--- src/pftp_pkg.sv ---
package pftp_pkg;

  localparam int COORD_BITS_DEF       = 24;
  localparam int NORMAL_FRAC_BITS_DEF = 30;
  localparam int NORMAL_W             = 32;
  localparam int LIMIT_W              = 64;
  localparam logic [LIMIT_W-1:0] LIMIT_RESET = 64'd18446744;
  // limb width of the split multipliers
  localparam int SQ_LIMB              = 26;

  function automatic int imax(input int a, input int b);
    return (a > b) ? a : b;
  endfunction

endpackage

--- src/pftp_sqrt.sv ---
// Integer square root, floor, two radicand bits per stage.
module pftp_sqrt import pftp_pkg::*; #(
  parameter int XW    = 61,
  parameter int LANES = 1,
  parameter int SW    = 1,
  localparam int RW   = (XW + 1) / 2
) (
  input  logic                        clk,
  input  logic                        rst,
  input  logic                        en,
  input  logic                        in_valid,
  input  logic [LANES-1:0][XW-1:0]    x,
  input  logic [SW-1:0]               side_in,
  output logic                        out_valid,
  output logic [LANES-1:0][RW-1:0]    root,
  output logic [SW-1:0]               side_out
);

  localparam int XP = 2 * RW;

  logic [LANES-1:0][RW+1:0] rem [RW+1];
  logic [LANES-1:0][RW-1:0] rt  [RW+1];
  logic [LANES-1:0][XP-1:0] low [RW+1];
  logic [SW-1:0]            sd  [RW+1];
  logic                     vld [RW+1];

  always_comb begin
    for (int l = 0; l < LANES; l++) begin
      rem[0][l] = '0;
      rt[0][l]  = '0;
      low[0][l] = XP'(x[l]);
    end
  end
  assign sd[0]  = side_in;
  assign vld[0] = in_valid;

  for (genvar k = 0; k < RW; k++) begin : g_step
    logic [LANES-1:0][RW+3:0] t;
    logic [LANES-1:0][RW+3:0] trial;
    logic [LANES-1:0][RW+3:0] diff;
    logic [LANES-1:0]         ge;
    logic [LANES-1:0][RW+1:0] rem_next;
    logic [LANES-1:0][RW-1:0] rt_next;

    always_comb begin
      for (int l = 0; l < LANES; l++) begin
        t[l]        = {rem[k][l], low[k][l][XP-1:XP-2]};
        trial[l]    = (RW+4)'({rt[k][l], 2'b01});
        diff[l]     = t[l] - trial[l];
        ge[l]       = t[l] >= trial[l];
        rem_next[l] = ge[l] ? diff[l][RW+1:0] : t[l][RW+1:0];
        rt_next[l]  = {rt[k][l][RW-2:0], ge[l]};
      end
    end

    always_ff @(posedge clk) begin
      if (rst) begin
        vld[k+1] <= 1'b0;
      end else if (en) begin
        vld[k+1] <= vld[k];
      end
    end

    always_ff @(posedge clk) begin
      if (en) begin
        rem[k+1] <= rem_next;
        rt[k+1]  <= rt_next;
        for (int l = 0; l < LANES; l++) begin
          low[k+1][l] <= low[k][l] << 2;
        end
        sd[k+1] <= sd[k];
      end
    end
  end

  assign out_valid = vld[RW];
  assign root      = rt[RW];
  assign side_out  = sd[RW];

endmodule

--- config.mk ---
export PLATFORM = sky130hd
export DESIGN_NAME = pftp_sqrt
export DESIGN_NICKNAME = d
export VERILOG_FILES = /design/src/pftp_pkg.sv /design/src/pftp_sqrt.sv
export SDC_FILE = /design/constraint.sdc
export NUM_CORES = 2
export LEC_CHECK = 0
export BUFFER_PORTS_ARGS = -buffer_cell sky130_fd_sc_hd__buf_2
export CAP_MARGIN = 10
export CORE_MARGIN = 5
export CORE_UTILIZATION = 45
export DETAILED_ROUTE_END_ITERATION = 8
export PLACE_DENSITY = 0.62
export SYNTH_ARGS = -nofsm -noshare
export SYNTH_HDL_FRONTEND = slang
export SYNTH_SLANG_ARGS = --single-unit
export TNS_END_PERCENT = 20
--- constraint.sdc ---
create_clock -name clk -period 4.42 [get_ports clk]
set_input_delay 0.221 -clock clk [delete_from_list [all_inputs] [get_ports clk]]
set_output_delay 0.221 -clock clk [all_outputs]
set_load 0.02 [all_outputs]
# Word-level counts from Yosys, hierarchy flattened
# Cells that the tools add are included.
[totals]
register_bits = 2447
out_inout_bits = 33
word_cells = 245
[classes]
add_sub_neg = 30
n_lt_le_gt_ge = 31
mux = 30
[op_table]
columns = ["cell", "count"]
rows = [
  ["$mux 33", 29],
  ["$ge 35x10->1", 1],
  ["$ge 35x11->1", 1],
  ["$ge 35x12->1", 1],
  ["$ge 35x13->1", 1],
  ["$ge 35x14->1", 1],
  ["$ge 35x15->1", 1],
  ["$ge 35x16->1", 1],
  ["$ge 35x17->1", 1],
  ["$ge 35x18->1", 1],
  ["$ge 35x19->1", 1],
  ["$ge 35x20->1", 1],
  ["$ge 35x21->1", 1],
  ["$ge 35x22->1", 1],
  ["$ge 35x23->1", 1],
  ["$ge 35x24->1", 1],
  ["$ge 35x25->1", 1],
  ["$ge 35x26->1", 1],
  ["$ge 35x27->1", 1],
  ["$ge 35x28->1", 1],
  ["$ge 35x29->1", 1],
  ["$ge 35x3->1", 1],
  ["$ge 35x30->1", 1],
  ["$ge 35x31->1", 1],
  ["39 further kinds", 39],
]

# Logic depth before layout (Yosys ltp)
[logic_depth]
ltp_word = 2
mapped_depth = 16
ltp_nobuf = 13

# Least setup slack after synthesis
# No wires, ideal clock.
[synth_path]
path_kind = "reg-to-reg"
start = "register rem, in the netlist g_step[4].t[7]"
end = "register rem, in the netlist g_step[5].t[26], data pin"
setup_time_ns = 0.266
arrival_ns = 3.614
slack_ns = 0.540
stages_incl_launch_ff = 13
period_less_slack_ns = 3.880
path_cell_list = "edfxtp_1 or4_4 nor4_1 nand4b_1 or4_1 buf_2 or4_4 or4_4 or2_4 nand3b_4 buf_6 nor3_1 xor2_1"
[synth_rtl]
columns = ["element", "line_no", "text"]
rows = [
  ["start: declaration", "pftp_sqrt.sv:21", "logic [LANES-1:0][RW+1:0] rem [RW+1];"],
  ["start signal: indexed assignment", "pftp_sqrt.sv:66", "rem[k+1] <= rem_next;"],
]

==> impl_metrics.ini <==
[cells_and_area]
syn_to_final_growth_pct = 13.6
fin_cells = 12500
nFillCells = 20600
utilization_pct = 51.4
final_cell_area_um2 = 127000
nets = 9582
drive_gt1_share_pct = 7.69

[floorplanning]
boundaryPins = 99
start_util_pct = 45.2
die_w_um = 508
dieArea_um2 = 258000
std_cell_rows = 182
fp.dieH_um = 508
core-area_um2 = 246000

[sta]
fin_tns_setup_ns = 0
slew_violations = 0
min_period_ns = 4.06
worst_pin_slew_ns = 1.14
timing.slew.headroom_pct = 23.8
rsz0062_at_grt = no
hold_viol_final = 0
worst_slack_ns = 0.359
final-setup-viol-count = 0
max_freq_mhz = 246
finClkSkew_ns = 0.0806
timing.hold.ws_ns = 0.104
fin_crit_sh_pct = 91.9

[placed_design]
post-place-cells = 11900
place_congestion = 0.906
hpwl_um = 162000
port_buffers = 98
post-place-ws_ns = 0.369
placed_area_um2 = 117000

[power_and_ir_drop]
intPower_mw = 47.4
switching_power_mw = 17.9
power_density_nw_per_um2 = 516
power.share.combinational_pct = 19.0
pwr-share-seq_pct = 47.4
vdd_ir_drop_max_mv = 0.475
finalPower_mw = 65.3
sw_frac_of_total_pct = 27.5
p_leak_nw = 48.4
clkPwrFrac_pct = 33.6

[routing]
drcViolationCount = 0
vias_per_cell = 5.37
wirelength_um = 229000
firstDrtPassIters = 6
drt_iter0_drc = 5455
num_vias = 67000
ant_nets = 0
wl_per_cell_um = 18.3

[synthesis]
ys_ff_latch = 2423
synth_top_area_share_pct = 64.5
ys.flop_type = edfxtp_1
syn_inst = 8547
yosys_warnings = 0
synth-seq-area-share_pct = 65.0
synthArstFlopShare_pct = 0
synth_largest_area_cell = edfxtp_1
syn_nets = 9139
avgSynthCellArea_um2 = 13.0
ys_types = 86
synthTopCellsByArea = edfxtp_1 (64%), ha_1 (5.9%), xor2_1 (3.2%)
synth-edff-count = 2392
syn-cell-area_um2 = 111000

[setup_path]
arrival_ns = 4.68
critPathCaptureType = flop
cp_slowest_cell = or3_1
worstSetupPathType = flop to flop
path_cells = or2_2 -> or3_1 -> nor3_1 -> nand2_1 -> nor4_1 -> nor3_1 -> and4b_1 -> or3_1 -> or4_1 -> xnor2_1
startpoint_type = flop
slowest_delay_ns = 0.58
cp_max_fo = 12
critPathRequiredTime_ns = 5.04

[grt]
grt_max_degree = 119
grtUsageTotal_pct = 17.5
grt_pass1_vias = 65600
grt-ovfl-total = 0
antenna_found_initial = 3
grt_pass1_wl_um = 363000

[cts]
cts_tree = built
cts.sink_count = 2423
clk_latency_ns = 0.94
cts_root_buffer = clkbuf_16
cts_made_buffers = 281
clk_pin_slew_worst_paths_ns = 0.06
cts_buffer_depth = 4
htreeDepth = 5
cts_setup_buffers = 0

[flow_run]
maxCapViolations = 0

[status]
outcome = finished clean

[worst_hold_path]
hold_path_class = primary input to flop
[registers in the layout, indices dropped and copies added (netlist names)]
| name | flops |
|---|---|
| vld | 30 |
| g_step.t | 995 |
| low | 870 |
| out_valid | 1 |
| sd | 30 |
| side_out | 1 |
| root | 31 |
| g_step.rt_next | 465 |
[cell families after synthesis]
logic type	synth area share [%]
buffers and inverters	2.73
AND/OR/NAND/NOR	9.76
other	0.00337
flip-flops	65.0
adder cells (fa/ha/maj)	5.91
AO/OA/AOI/OAI	9.45
multiplexers	1.04
XOR/XNOR	6.07
[cells in the mapped netlist, types with 15 or more instances]
library cell,n
and3_1,47
dfxtp_1,31
o21ai_0,461
xnor2_1,362
nor4_1,116
or2_2,37
and4_1,16
mux2_2,62
a21oi_1,485
a211oi_1,37
edfxtp_1,2392
o31ai_1,66
ha_1,526
nor2b_1,91
and2_1,25
nand2b_1,87
o31a_1,16
o21a_1,80
o41ai_1,15
nor2_1,540
inv_1,633
a21boi_0,25
nor3_1,220
mux2i_1,46
nand4_1,87
buf_1,18
o21bai_1,47
a21o_1,261
nand3_1,135
or3_1,90
nand2_1,594
a31oi_1,48
or4_1,65
xor2_1,410
nor3b_1,15
clkbuf_1,146
o211ai_1,26
[routing by layer]
metal / share of wire (%) / GRT usage, %
met5: 0 / 0
met4: 3.0 / 5.39
met3: 4.5 / 2.41
met2: 47 / 28.7
met1: 45 / 24.4
[path summary, 6_finish.rpt]
path / slack (ns) / cells past startpoint / endpoint / start
min reg2reg: 0.38 / 0 / low[915] / low[975]
min: 0.10 / 2 / low[1891] / x[29]
max: 0.36 / 10 / g_step[12].t[28] / g_step[11].t[13]
max reg2reg: 0.36 / 10 / g_step[12].t[28] / g_step[11].t[13]
[layout by cell type, fill, tap and decap left out, types with 66 or more instances in the layout]
master	netlist	final
edfxtp_1	2392	2392
inv_1	633	633
nand2_1	594	594
nor2_1	540	540
ha_1	526	526
a21oi_1	485	481
o21ai_0	461	461
xor2_1	410	410
xnor2_1	362	362
clkbuf_16	0	284
a21o_1	261	261
nor3_1	220	218
nand3_1	135	135
dlygate4sd3_1	0	125
nor4_1	116	116
buf_2	2	97
or3_1	90	90
nor2b_1	91	88
nand2b_1	87	87
nand4_1	87	87
o21a_1	80	80
buf_4	1	78
o31ai_1	66	66
[power by group through the flow]
stage / Combinational [mW] / Clock [mW] / Sequential [mW]
2_1_floorplan: 9.14 / 0 / 30.4
3_3_place_gp: 12.0 / 0 / 31.4
3_5_place_dp: 12.2 / 0 / 31.4
4_1_cts: 12.4 / 22.7 / 31.0
5_1_grt: 13.9 / 23.7 / 31.2
6_report: 12.4 / 21.9 / 30.9
[critical path: cells and delay by family (launching register included)]
kind                      cells  cell delay [ns]
xor gates and xnor gates      1             0.14
DFF                           1             0.41
and+or+nand+nor               9             3.22
[cell type report]
cell class	count	area (um^2)	share of cell area, %
Antenna cell	2	5.00	0.00396
Clock buffer	341	7350	5.81
Clock inverter	134	1330	1.05
Inverter	637	2390	1.89
Multi-Input combinational cell	5319	36000	28.4
Sequential cell	2423	72400	57.3
Tap cell	3312	4140	3.28
Timing Repair Buffer	328	2880	2.28
[what timing repair did]
action | in CTS | in global routing
hold endpoints to repair | 159 | 0
hold buffers | 125 | 0
setup endpoints to repair | 0 | 1
gates resized for setup | 0 | 1
(Power assumes the default switching activity.)
