### config.mk
export PLATFORM = sky130hd
export DESIGN_NAME = pftp_sqr
export DESIGN_NICKNAME = d
export VERILOG_FILES = /design/src/pftp_pkg.sv /design/src/pftp_sqr.sv
export SDC_FILE = /design/constraint.sdc
export NUM_CORES = 2
export LEC_CHECK = 0
export BUFFER_PORTS_ARGS = -buffer_cell sky130_fd_sc_hd__clkbuf_2
export CAP_MARGIN = 20
export CORE_MARGIN = 1
export CORE_UTILIZATION = 40
export DETAILED_ROUTE_END_ITERATION = 10
export PLACE_DENSITY = 0.51
export SLEW_MARGIN = 5
export SYNTH_ARGS = -nofsm -noshare
export SYNTH_HDL_FRONTEND = slang
export SYNTH_SLANG_ARGS = --single-unit
export TNS_END_PERCENT = 30
### constraint.sdc
create_clock -name clk -period 9.7 [get_ports clk]
set_clock_uncertainty 0.05 [all_clocks]
set_input_delay 0.97 -clock clk [delete_from_list [all_inputs] [get_ports clk]]
set_output_delay 0.97 -clock clk [all_outputs]
set_load 0.1 [all_outputs]
### src/pftp_pkg.sv
package pftp_pkg;

  localparam int COORD_BITS_DEF       = 24;
  localparam int NORMAL_FRAC_BITS_DEF = 30;
  localparam int NORMAL_W             = 32;
  localparam int LIMIT_W              = 64;
  localparam logic [LIMIT_W-1:0] LIMIT_RESET = 64'd18446744;
  // limb width of the split multipliers
  localparam int SQ_LIMB              = 26;

  function automatic int imax(input int a, input int b);
    return (a > b) ? a : b;
  endfunction

endpackage

### src/pftp_sqr.sv
// Pipelined squarer: limb products, row sums, final sum (three stages).
module pftp_sqr import pftp_pkg::*; #(
  parameter int W     = 51,
  parameter int LANES = 1,
  parameter int SW    = 1
) (
  input  logic                        clk,
  input  logic                        rst,
  input  logic                        en,
  input  logic                        in_valid,
  input  logic [LANES-1:0][W-1:0]     x,
  input  logic [SW-1:0]               side_in,
  output logic                        out_valid,
  output logic [LANES-1:0][2*W-1:0]   y,
  output logic [SW-1:0]               side_out
);

  localparam int L  = SQ_LIMB;
  localparam int N  = (W + L - 1) / L;
  localparam int NL = N * L;

  logic [LANES-1:0][NL-1:0]          xp;
  logic [2*L-1:0]                    pp       [LANES][N*N];
  logic [2*NL-1:0]                   row_next [LANES][N];
  logic [2*NL-1:0]                   rowsum   [LANES][N];
  logic [LANES-1:0][2*NL-1:0]        total_next;
  logic [LANES-1:0][2*NL-1:0]        total;
  logic [2:0]                        vld;
  logic [SW-1:0]                     side1, side2, side3;

  always_comb begin
    for (int l = 0; l < LANES; l++) begin
      xp[l] = NL'(x[l]);
    end
  end

  always_comb begin
    for (int l = 0; l < LANES; l++) begin
      for (int i = 0; i < N; i++) begin
        row_next[l][i] = '0;
        for (int j = 0; j < N; j++) begin
          row_next[l][i] = row_next[l][i] + ((2*NL)'(pp[l][i*N+j]) << (j*L));
        end
      end
    end
  end

  always_comb begin
    for (int l = 0; l < LANES; l++) begin
      total_next[l] = '0;
      for (int i = 0; i < N; i++) begin
        total_next[l] = total_next[l] + (rowsum[l][i] << (i*L));
      end
    end
  end

  always_ff @(posedge clk) begin
    if (rst) begin
      vld <= '0;
    end else if (en) begin
      vld <= {vld[1:0], in_valid};
    end
  end

  always_ff @(posedge clk) begin
    if (en) begin
      for (int l = 0; l < LANES; l++) begin
        for (int i = 0; i < N; i++) begin
          for (int j = 0; j < N; j++) begin
            pp[l][i*N+j] <= xp[l][i*L +: L] * xp[l][j*L +: L];
          end
          rowsum[l][i] <= row_next[l][i];
        end
      end
      total <= total_next;
      side1 <= side_in;
      side2 <= side1;
      side3 <= side2;
    end
  end

  always_comb begin
    for (int l = 0; l < LANES; l++) begin
      y[l] = total[l][2*W-1:0];
    end
  end

  assign out_valid = vld[2];
  assign side_out  = side3;

endmodule

==> Word level (Yosys, flattened, before mapping) <==
Memory sizes are Yosys's and may differ from the RTL's.
Index checks and enable logic that the tools add are counted.
{ "word_totals": {"reg_bits": 108, "output_inout_bits": 104, "ramBits": 362, "word_cells": 15, "in_bits": 56, "mem_count": 2} }
{ "memory_table": {"columns": ["name", "words", "word_bits", "read_ports", "rd_ports_with_merged_regs", "write_ports", "line", "source"], "rows": [
  ["pp", 1, 204, 1, 0, 4, "pftp_sqr.sv:23", "logic [2*L-1:0] pp [LANES][N*N];"],
  ["rowsum", 1, 158, 1, 0, 2, "pftp_sqr.sv:25", "logic [2*NL-1:0] rowsum [LANES][N];"]
]} }
{ "op_classes": {"n_mux": 2, "multipliers": 3, "n_addsub": 3} }
{ "ops": {"columns": ["operator", "n"], "rows": [
  ["adder 52 x 78 -> 79 bit", 2],
  ["adder 102 bit", 1],
  ["multiplier 26 x 26 -> 52 bit", 1],
  ["multiplier 25 x 26 -> 51 bit", 1],
  ["multiplier 25 x 25 -> 50 bit", 1],
  ["2-to-1 mux 1 bit", 2]
]} }

==> Logic depth before layout (Yosys ltp) <==
{ "depth": {"depth_word": 2, "ltp_mapped": 29, "mapped_depth_nobuf": 27} }

==> Least setup slack after synthesis <==
No wires, ideal clock.
{ "synth_timing": {"kind": "input -> register", "startpoint": "in x[29] (netlist name)", "endpoint": "mem pp[0][45] (netlist name) (data pin)", "cell_stages": 27, "required_time_ns": 9.391, "arrival_time_ns": 7.570, "n_path_buf": 3, "path_slack_ns": 1.821, "setup_time_ns": 0.259, "cell_sequence": "clkbuf_1 clkbuf_1 nand2_1 fa_1 inv_1 fa_1 inv_1 fa_1 inv_1 fa_1 inv_1 fa_1 inv_1 fa_1 inv_1 fa_1 inv_1 ha_1 clkbuf_1 nand2_1 o31ai_1 a211oi_2 nor4_1 nor2_1 o31ai_1 a31oi_1 xnor2_1"} }
{ "synth_rtl": {"columns": ["element", "line", "source"], "rows": [
  ["start, declared", "pftp_sqr.sv:11", "input logic [LANES-1:0][W-1:0] x,"],
  ["end, declared", "pftp_sqr.sv:23", null]
]} }

==> out/summary.log <==
[drt] final WL 209000 um
[critical_path] startpoint type of the worst setup path primary input
[min_path] kind of path behind the tightest hold check flip-flop to flip-flop
[timing] Total Negative Setup Slacks 0 ps
[global_routing] antenna violations before repair 13
[critical_path] critical-path maximum fanout 28
[drt] routed vias/inst 4.97
[global_routing] pin count of the biggest net entering global routing 145
[synthesis] most used flip-flop cell after synthesis edfxtp_1
[finish] area growth from synthesis to final layout 6.98%
[critical_path] Worst Setup End Kind flip-flop
[synthesis] Synth Register Bits 411
[synthesis] total nets after synthesis 10300
[synthesis] share of the synthesized area in compound gates (AO/OA/AOI/OAI) 0.0642
[critical_path] type of the worst setup path primary input to flip-flop
[die] starting utilization of the core area 0.403
[synthesis] warnings from Yosys 0
[job] Maximum Capacitance Violations 0
[placement] count of input and output buffers 158
[synthesis] xor-xnor portion of the synthesized cell area 0.0377
[synthesis] proportion of netlist area held by the largest area contributor 0.395
[cts] CTS Buffer Depth 3
[finish] area of combinational cells with multiple inputs 56400 um^2
[synthesis] proportion of synthesized chip area in sequential cells 0.159
[drt] antenna-violating nets left 0
[die] Top-Level Pins 160
[placement] DP HPWL 169000 um
[die] height of the die 442 um
[synthesis] share of async-settable or async-resettable flops after synthesis 0
[timing] slew at the pin closest to its max-slew limit 1040 ps
[synthesis] Post-Synth Adder-Cell Area 0.503
[synthesis] synthesized area per cell 9.70 um^2
[global_routing] final global-route overflow total 0
[timing] hold violation count in the final report 0
[synthesis] distinct cell type count of the synthesized netlist 82
[synthesis] main area contributors after synthesis fa_1 39%, edfxtp_1 16%, ha_1 11%
[run_status] run status completed
[cts] post-CTS setup buffer count 0
[die] Die Wd 442 um
[drt] DR pass1 iterations 7
[finish] area occupied by registers 12300 um^2
[timing] shortest period the worst path allows 8310 ps
[cts] clock-pin slew on the worst setup and hold paths 70 ps
[cts] number of buffers added by the clock tree synthesis step 49
[global_routing] Tot GR Track Use 0.219
[drt] DRC violation total after the first TritonRoute iteration 2812
[timing] number of pins with negative max-slew slack in the final report 0
[cts] number of clock sinks 411
[timing] remaining max-slew budget at the tightest pin 0.308
[global_routing] first-pass GRT wire length 333000 um
[cts] buffer cell driving the clock tree root clkbuf_16
[synthesis] number of enable-type register cells in the synthesized netlist 408
[cts] clock insertion delay at the later pin of the skew report 650 ps
[timing] final period utilization 0.856
[die] total core area 193000 um^2
[placement] routability congestion estimate from global placement 0.898
[cts] Post-CTS Hold Buffers 0
[timing] setup repair after global routing missed its margin no
[synthesis] multiplexer share of the synthesized area 0.000936
[drt] post-route DRC violation count 0
[synthesis] simple logic cell fraction of the synthesized area 0.121
[cts] clock tree from TritonCTS yes
[global_routing] vias in the first global route 57500
[finish] net total in the final layout 10300
[drt] via count 52500
[die] area of the die 196000 um^2
[finish] commonest cells after routing, fill and taps aside 2017 x inv_1, 1530 x fa_1, 781 x nand2_1
[timing] number of endpoints failing setup at the final stage 0
[cts] number of gates given a new drive strength after cts 0
[critical_path] worst path required time 10050 ps
[finish] count of fill cells added during filler insertion 18900
[cts] H-tree level count 2
[drt] per-cell routed wire length 19.8 um
[critical_path] Critical Path AT 8660 ps
[die] number of standard-cell rows in the floorplan 161
[synthesis] total standard cell area after synthesis 77600 um^2
[timing] upper clock frequency limit 120 MHz
[synthesis] cell taking the most area after synthesis fa_1
[finish] leading cell type in the layout, fill and taps excluded inv_1
[finish] fraction of final layout cells with drive strength greater than 1 0.0489
[synthesis] dominant combinational cell family by area after synthesis adder cells
[synthesis] number of instances in the synthesized netlist 7994
through the flow:
step | setup WS, ps | area (um^2) | util | hold slack (ps) | cells
global route | 1090 | 83000 | 0.431 | 373 | 10600
CTS | 1510 | 83000 | 0.431 | 363 | 10600
detailed placement | 787 | 81400 | 0.423 | 355 | 10500
finish | 1390 | 83000 | 0.431 | 359 | 10600
global placement | 950 | 81400 | 0.423 | 352 | 10500
floorplan | 1820 | 77600 | - | 350 | 7994
synth_stat cells, types with 10 or more instances:
cell type / instances
a211oi_1: 19
a21o_1: 156
a21oi_1: 256
a31oi_1: 32
and2_1: 580
and3_1: 41
buf_1: 10
clkbuf_1: 303
edfxtp_1: 408
fa_1: 1530
ha_1: 671
inv_1: 2017
nand2_1: 781
nand2b_1: 40
nand3_1: 72
nand4_1: 46
nor2_1: 227
nor2b_1: 37
nor3_1: 37
nor3b_1: 10
o211ai_1: 13
o21a_1: 16
o21ai_0: 115
o21ai_1: 28
o21bai_1: 47
o31ai_1: 11
or2_2: 10
xnor2_1: 198
xor2_1: 136
routing by layer:
| layer | vias to the layer above | GRT usage | share of wire |
|---|---|---|---|
| met3 | 201 | 0.0311 | 0.058 |
| met5 | - | 0 | 0.000057 |
| li1 | 24200 | - | - |
| met2 | 1233 | 0.363 | 0.47 |
| met1 | 26900 | 0.306 | 0.45 |
| met4 | 2 | 0.0462 | 0.020 |
layout make-up:
type / count / share of cell area
multi-input cells: 5235 / 0.680
clock inverters: 31 / 0.00382
clock buffers: 54 / 0.0150
flip-flops and latches: 411 / 0.148
repair buffers: 279 / 0.0232
diodes: 3 / 0.0000905
inverters: 2024 / 0.0916
well taps: 2526 / 0.0381
worst paths after layout:
kind	slack [ps]	from	to	depth (start not counted)
setup / recovery	1390	x[36]	pp[0][45]	26
hold / removal	360	rowsum[0][93]	total[14]	0
setup reg to reg	5210	rowsum[0][0]	total[98]	13
hold reg to reg	360	rowsum[0][93]	total[14]	0
cells by family (layout without fill, tap and decap cells):
logic type	count (synthesis)	in the layout
adder cells (fa/ha/maj)	2201	2201
other	1	4
XOR/XNOR	334	334
AO/OA/AOI/OAI	776	776
AND/OR/NAND/NOR	1916	1916
multiplexers	7	7
flip-flops	411	411
buffers and inverters	2348	2388
worst max-delay path, cell delays in order:
cell and delay [ps]:
buf_2 610, inv_1 390, nor2_1 270, fa_1 510, fa_1 530, inv_1 50
fa_1 460, fa_1 510, inv_1 50, fa_1 490, fa_1 490, inv_1 50
fa_1 480, inv_1 40, ha_1 400, nand2_1 100, o21ai_1 140, o21ai_0 80
a21oi_1 180, a211oi_2 60, buf_4 200, nor4_1 560, nor2_1 260, o31ai_1 420
a31oi_1 160, xnor2_1 150
state kept, by name, summed over array words and instances, names as in the netlist:
register  flops
rowsum      153
total       101
side_out      1
side1         1
pp          151
vld           3
side2         1
Power is not shown: default switching activity piles up to over one toggle a cycle in this logic, so the estimate is an artifact.
